===== config.mk =====
export PLATFORM = sky130hd
export DESIGN_NAME = bitmap_free_block_allocator
export DESIGN_NICKNAME = d
export VERILOG_FILES = /design/src/bfba_pkg.sv /design/src/bitmap_free_block_allocator.sv
export SDC_FILE = /design/constraint.sdc
export NUM_CORES = 1
export LEC_CHECK = 0
export ABC_AREA = 1
export BUFFER_PORTS_ARGS = -buffer_cell sky130_fd_sc_hd__buf_2
export CELL_PAD_IN_SITES_DETAIL_PLACEMENT = 0
export CELL_PAD_IN_SITES_GLOBAL_PLACEMENT = 1
export CORE_UTILIZATION = 30
export DETAILED_ROUTE_END_ITERATION = 12
export PLACE_DENSITY = 0.61
export SKIP_LAST_GASP = 1
export SLEW_MARGIN = 0
export SYNTH_ARGS = -nofsm -noshare
export SYNTH_HDL_FRONTEND = slang
export SYNTH_SLANG_ARGS = --single-unit

===== constraint.sdc =====
create_clock -name i_clk -period 6.5 [get_ports i_clk]
set_input_delay 1.3 -clock i_clk [delete_from_list [all_inputs] [get_ports i_clk]]
set_output_delay 1.3 -clock i_clk [all_outputs]
set_load 0.01 [all_outputs]

===== src/bfba_pkg.sv =====
package bfba_pkg;

    localparam int KIND_W = 2;

    typedef logic [KIND_W-1:0] t_kind;
    typedef logic [7:0]        t_block_idx;

    localparam t_kind KIND_FIND = 2'd0;
    localparam t_kind KIND_USED = 2'd1;
    localparam t_kind KIND_FREE = 2'd2;

endpackage


===== src/bitmap_free_block_allocator.sv =====
// Free-block bitmap allocator, one used bit per block, held in a small word memory of up to
// 64 bits a word with one valid flag per word, so after reset every block below
// FIRST_DATA_BLOCK reads as used and every other block as free, with no clearing pass.
// Kind 1 marks a block used and kind 2 marks it free. Each mark is a read-modify-write of one
// word (read, then write), followed by one acknowledgement with found set when the
// block is in range. Kind 0 scans upward from FIRST_DATA_BLOCK and returns up to request_count
// (saturated to MAX_REQUEST) free block indices, one transfer each, last set on the final one.
// The map is not changed. Each word is read, loaded and then encoded. One shared
// priority encoder then yields the free bits one at a time; each result waits until its
// output transfer is taken. If nothing is found, one result comes back with found
// clear. Input is not ready while an item is in progress.
module bitmap_free_block_allocator #(
    parameter int NUM_BLOCKS       = 256,
    parameter int MAX_REQUEST      = 16,
    parameter int FIRST_DATA_BLOCK = 2
) (
    input  logic                  i_clk,
    input  logic                  i_rst_n,
    input  logic                  i_valid,
    output logic                  o_ready,
    input  bfba_pkg::t_kind       i_kind,
    input  bfba_pkg::t_block_idx  i_block_index,
    input  logic [4:0]            i_request_count,
    output logic                  o_valid,
    input  logic                  i_ready,
    output bfba_pkg::t_block_idx  o_found_index,
    output logic                  o_found,
    output logic                  o_last
);

    localparam int WORD_W    = (NUM_BLOCKS >= 64) ? 64 : 2 ** $clog2(NUM_BLOCKS);
    localparam int BIT_W     = $clog2(WORD_W);
    localparam int NUM_WORDS = (NUM_BLOCKS + WORD_W - 1) / WORD_W;
    localparam int ADDR_W    = (NUM_WORDS > 1) ? $clog2(NUM_WORDS) : 1;
    localparam int GIDX_W    = ADDR_W + BIT_W;
    localparam int REQ_W     = $clog2(MAX_REQUEST + 1);

    typedef enum logic [2:0] {
        S_IDLE,
        S_MRD,
        S_MWR,
        S_FRD,
        S_FLD,
        S_FSC,
        S_OUT
    } t_state;

    t_state              r_state;
    logic                r_done;
    bfba_pkg::t_kind     r_kind;
    logic                r_in_range;
    logic [ADDR_W-1:0]   r_addr;
    logic [BIT_W-1:0]    r_bit;
    logic [WORD_W-1:0]   r_word;
    logic [REQ_W-1:0]    r_want;
    logic [REQ_W-1:0]    r_hits;
    logic                r_have_pend;
    logic [GIDX_W-1:0]   r_pend;

    logic [WORD_W-1:0]   mem [NUM_WORDS];
    logic [NUM_WORDS-1:0] r_vld;
    logic [WORD_W-1:0]   r_rd_data;
    logic                r_rd_vld;

    logic [GIDX_W-1:0]   w_in_gidx;
    logic [REQ_W-1:0]    w_want;
    logic [WORD_W-1:0]   w_rst_word;
    logic [WORD_W-1:0]   w_fixed;
    logic [WORD_W-1:0]   w_rd_word;
    logic [WORD_W-1:0]   w_wdata;
    logic                w_we;
    logic                w_hit;
    logic [BIT_W-1:0]    w_pos;
    logic [GIDX_W-1:0]   w_hit_gidx;
    logic [REQ_W-1:0]    n_hits;

    assign o_ready   = (r_state == S_IDLE);
    assign w_in_gidx = GIDX_W'(i_block_index);

    always_comb begin
        if (32'(i_request_count) > MAX_REQUEST) begin
            w_want = REQ_W'(MAX_REQUEST);
        end else begin
            w_want = REQ_W'(i_request_count);
        end
    end

    // per-bit constants of the addressed word: reset value and bits never allocatable
    always_comb begin
        for (int b = 0; b < WORD_W; b++) begin
            w_rst_word[b] = (32'({r_addr, BIT_W'(b)}) < FIRST_DATA_BLOCK);
            w_fixed[b]    = w_rst_word[b] || (32'({r_addr, BIT_W'(b)}) >= NUM_BLOCKS);
        end
    end

    assign w_rd_word = r_rd_vld ? r_rd_data : w_rst_word;

    always_comb begin
        w_wdata        = w_rd_word;
        w_wdata[r_bit] = (r_kind == bfba_pkg::KIND_USED);
    end

    assign w_we = (r_state == S_MWR) && r_in_range;

    // shared priority encoder: lowest clear bit of the working word
    always_comb begin
        w_pos = '0;
        for (int b = WORD_W - 1; b >= 0; b--) begin
            if (!r_word[b]) begin
                w_pos = BIT_W'(b);
            end
        end
    end

    assign w_hit      = ~&r_word;
    assign w_hit_gidx = {r_addr, w_pos};
    assign n_hits     = r_hits + REQ_W'(1);

    always_ff @(posedge i_clk) begin
        if (w_we) begin
            mem[r_addr] <= w_wdata;
        end
        r_rd_data <= mem[r_addr];
    end

    always_ff @(posedge i_clk) begin
        if (!i_rst_n) begin
            r_vld    <= '0;
            r_rd_vld <= 1'b0;
        end else begin
            if (w_we) begin
                r_vld[r_addr] <= 1'b1;
            end
            r_rd_vld <= r_vld[r_addr];
        end
    end

    always_ff @(posedge i_clk) begin
        if (!i_rst_n) begin
            r_state <= S_IDLE;
            o_valid <= 1'b0;
            r_done  <= 1'b0;
        end else begin
            case (r_state)
                S_IDLE: begin
                    if (i_valid) begin
                        r_kind      <= i_kind;
                        r_in_range  <= (32'(i_block_index) < NUM_BLOCKS);
                        r_hits      <= '0;
                        r_want      <= w_want;
                        r_have_pend <= 1'b0;
                        if (i_kind == bfba_pkg::KIND_USED || i_kind == bfba_pkg::KIND_FREE) begin
                            r_addr  <= w_in_gidx[GIDX_W-1:BIT_W];
                            r_bit   <= w_in_gidx[BIT_W-1:0];
                            r_state <= S_MRD;
                        end else if (i_kind == bfba_pkg::KIND_FIND && w_want != '0) begin
                            r_addr  <= ADDR_W'(FIRST_DATA_BLOCK / WORD_W);
                            r_state <= S_FRD;
                        end else begin
                            o_found_index <= '0;
                            o_found       <= 1'b0;
                            o_last        <= 1'b1;
                            o_valid       <= 1'b1;
                            r_done        <= 1'b1;
                            r_state       <= S_OUT;
                        end
                        if (i_kind == bfba_pkg::KIND_USED || i_kind == bfba_pkg::KIND_FREE) begin
                            o_found_index <= i_block_index;
                        end
                    end
                end
                S_MRD: begin
                    r_state <= S_MWR;
                end
                S_MWR: begin
                    o_found <= r_in_range;
                    o_last  <= 1'b1;
                    o_valid <= 1'b1;
                    r_done  <= 1'b1;
                    r_state <= S_OUT;
                end
                S_FRD: begin
                    r_state <= S_FLD;
                end
                S_FLD: begin
                    r_word  <= w_rd_word | w_fixed;
                    r_state <= S_FSC;
                end
                S_FSC: begin
                    if (r_hits == r_want) begin
                        // request met: the held final hit goes out last
                        o_found_index <= 8'(r_pend);
                        o_found       <= 1'b1;
                        o_last        <= 1'b1;
                        o_valid       <= 1'b1;
                        r_done        <= 1'b1;
                        r_state       <= S_OUT;
                    end else if (w_hit) begin
                        r_word[w_pos] <= 1'b1;
                        r_hits        <= n_hits;
                        if (n_hits == r_want && !r_have_pend) begin
                            o_found_index <= 8'(w_hit_gidx);
                            o_found       <= 1'b1;
                            o_last        <= 1'b1;
                            o_valid       <= 1'b1;
                            r_done        <= 1'b1;
                            r_state       <= S_OUT;
                        end else begin
                            r_pend      <= w_hit_gidx;
                            r_have_pend <= 1'b1;
                            if (r_have_pend) begin
                                o_found_index <= 8'(r_pend);
                                o_found       <= 1'b1;
                                o_last        <= 1'b0;
                                o_valid       <= 1'b1;
                                r_done        <= 1'b0;
                                r_state       <= S_OUT;
                            end
                        end
                    end else if (r_addr != ADDR_W'(NUM_WORDS - 1)) begin
                        r_addr  <= r_addr + ADDR_W'(1);
                        r_state <= S_FRD;
                    end else begin
                        o_found_index <= r_have_pend ? 8'(r_pend) : '0;
                        o_found       <= r_have_pend;
                        o_last        <= 1'b1;
                        o_valid       <= 1'b1;
                        r_done        <= 1'b1;
                        r_state       <= S_OUT;
                    end
                end
                S_OUT: begin
                    if (i_ready) begin
                        o_valid <= 1'b0;
                        r_state <= r_done ? S_IDLE : S_FSC;
                    end
                end
                default: begin
                    o_valid <= 1'b0;
                    r_state <= S_IDLE;
                end
            endcase
        end
    end

endmodule

==> results.txt <==
Status - finished clean
Worst hold path endpoint - r_vld[0]$_SDFFE_PN0P_
Layout cells sized above 1 - 10.26%
Pin count of the biggest net entering global routing - 86
Width of the die - 249.5 um
HP Class - reg -> reg
Post-DP HPWL - 29260 um
Synthesized flop and latch total - 433
CP Class - reg -> reg
PortBufs - 30
FF-to-FF setup slack - 1740 ps
Post-CTS setup buffer count - 0
Pwr Total - 7.625 mW
Total die area - 0.06226 sq mm
Vias/cell - 4.943
Die H - 249.5 um
Diode count - 0
CTS tree - yes
Syn Nets - 1774
Initial Utilization - 30.39%
DRT iter0 DRCs - 991
Final hold slack - 461.7 ps
Area Growth Syn to Fin - 14.70%
YS warnings - 0
Ys async rst share - 0%
R2R Path End - r_word[31]$_DFFE_PP_
Final global-route overflow total - 0
# clock sinks - 433
Final std cells w/o fill - 2604
CTS resizes - 0
Clk Tree Root Cell - clkbuf_16
Fin crit period - 4759 ps
DRT antenna net count - 0
Clock skew - 17.19 ps
Crit share post-route - 73.21%
Relative slew margins - 22.92%
VDD IR max - 0.1775 mV
Cell Rows - 90
CTS buffer count - 49
Hold Violations, Final - 0
Clk Latency, worst-skew pair - 600 ps
Switching Share - 28.63%
Sequential Power Share - 47.7%
Netlist cell types - 35
Hold Buf Count CTS - 0
Router iterations before antenna repair - 5
Critical path's slowest cell - edfxtp_1
P_leak - 7.597 nW
Slew @ Worst Pin - 1153 ps
Number of antenna violations at the first check in global routing - 0
Clk buf depth - 3
Hold Path Depth - 1
Required @ worst endpoint - 6930 ps
Clock Pin Slew Worst Setup and Hold Paths - 60 ps
F_max - 210.1 MHz
Max incr delay on CP - 430 ps
Dominant synthesized flop cell - edfxtp_1
Cell-internal power - 5.442 mW
Hold Crit Start - r_vld[0]$_SDFFE_PN0P_
GPL Wtd Cong - 0.8247
Worst Path Max Fanout - 36
Post-synthesis sequential area ratio - 66.72%
Global router's overall resource usage - 16.17%
Finish-stage setup viols - 0
Post-Syn Area per Cell - 10.51 sq um
Final WL - 50380 um
CP most frequent cell - nand2_1
Fin util - 34.86%
Setup TNS - 0 ps
Crit path capture type - register
Routed length per placed instance - 19.35 um
Sw Pwr - 2.183 mW
Core Region - 0.06047 sq mm
# DRC - 0
Data arrival, critical path - 5190 ps
Slew Viols, Final - 0
Max Cap Viol - 0
Vias in the first global route - 12.42k
Cell total after placement - 2513
Critical R2R Launch - r_word[63]$_DFFE_PP_
Power per cell area - 361.7 mW/mm^2
I/O pin count - 31
Clock share of power - 35.7%
CP Launch Type - register
Post-synth EDFFs - 359
Nets - 1807
R2R cell count - 67
CTS H-tree depth - 2
Mapped Area - 0.01838 sq mm
Unrepaired setup endpoints after global routing - false
Gate power share - 16.6%
First-pass GRT wire length - 76850 um
Routed vias - 12.87k
Synthesized instance count - 1749
[metal layers]
metal	vias up	track usage [%]	part of all wire [%]
li1	6192	-	-
met4	0	4.621	2.2
met1	6324	22.42	47
met3	75	2.451	4.5
met5	-	0	0
met2	280	26.14	46
[through the flow]
step | area, sq um | setup slack (ps)
3_3_place_gp | 19500 | 1708
6_report | 21080 | 1741
4_1_cts | 21080 | 1757
5_1_grt | 21080 | 1051
3_5_place_dp | 19500 | 1800
2_1_floorplan | 18380 | 1495
[layout make-up]
cell class / count / area [sq um]
tap: 782 / 978.4
timing repair buffer: 59 / 367.9
clock inverter: 26 / 207.7
clock buffer: 65 / 1369
sequential: 433 / 12260
fill: 6003 / 39390
multi-input combinational: 1163 / 5604
inverter: 76 / 290.3
[power by group through the flow]
stage	clock network [mW]	logic, mW	registers [mW]
detailed placement	0	1.28	3.69
global placement	0	1.27	3.70
CTS	2.77	1.29	3.64
floorplan	0	0.838	3.67
global route	2.88	1.41	3.67
finish	2.72	1.27	3.64
[kinds of logic after synthesis]
family | share of synthesized area [%]
and+or+nand+nor | 16.24
DFF | 66.72
AOI/OAI and AO/OA | 13.05
buffers and inverters | 3.247
xor gates and xnor gates | 0.3336
adders and majority gates | 0.4085
[flip-flops by register name (all words and copies together) (netlist names), 2 cells and up]
register       flops
mem              256
o_found_index      8
r_addr             2
r_bit              6
r_hits             5
r_kind             2
r_pend             8
r_rd_data         64
r_state            3
r_vld              4
r_want             5
r_word            64
[worst max-delay path, delay by kind of cell (launching register included)]
kind	cells	cell delay (ps)
buf+inv	2	430
simple gates	64	3510
flops	1	430
compound gates	1	180
[cell usage in the layout, fill, tap and decap left out, types with 6 or more instances in the layout]
cell type and instances:
nor3_1 16, o21ai_0 159, dfxtp_1 73, clkinv_2 11, clkinv_1 11, edfxtp_1 359, o22ai_1 66, a21oi_1 81
clkbuf_16 51, a22oi_2 30, nor2_4 6, buf_2 30, clkbuf_1 10, nand2_1 330, nor2_1 342, nor3_2 8
buf_4 29, ha_1 6, a31oi_1 8, a21boi_1 31, inv_1 69, nand3_1 47
[cell usage after synthesis (6+ instances only)]
cell / instances / share of area, %
a21oi_1: 82 / 2.2
o22ai_1: 66 / 2.2
nor3_1: 24 / 0.65
nand2_1: 331 / 6.8
inv_1: 73 / 1.5
o21ai_0: 159 / 4.3
clkbuf_1: 70 / 1.4
a22oi_2: 30 / 2.0
a21boi_1: 31 / 1.3
ha_1: 6 / 0.41
dfxtp_1: 74 / 8.1
nor2_1: 346 / 7.1
a31oi_1: 8 / 0.27
edfxtp_1: 359 / 59
nand3_1: 47 / 1.3
[worst max-delay path by stage]
stage	slack, ps	to	startpoint
finish	1740	r_word[31]$_DFFE_PP_	r_word[63]$_DFFE_PP_
global route	1050	r_word[31]$_DFFE_PP_	r_word[63]$_DFFE_PP_
CTS	1760	r_word[31]$_DFFE_PP_	r_word[63]$_DFFE_PP_
detailed placement	1800	r_word[31]$_DFFE_PP_	r_word[63]$_DFFE_PP_
global placement	1710	r_word[47]$_DFFE_PP_	r_word[63]$_DFFE_PP_
floorplan	1490	r_word[0]$_DFFE_PP_	i_rst_n
No activity file was read; power rests on OpenSTA's default activity.
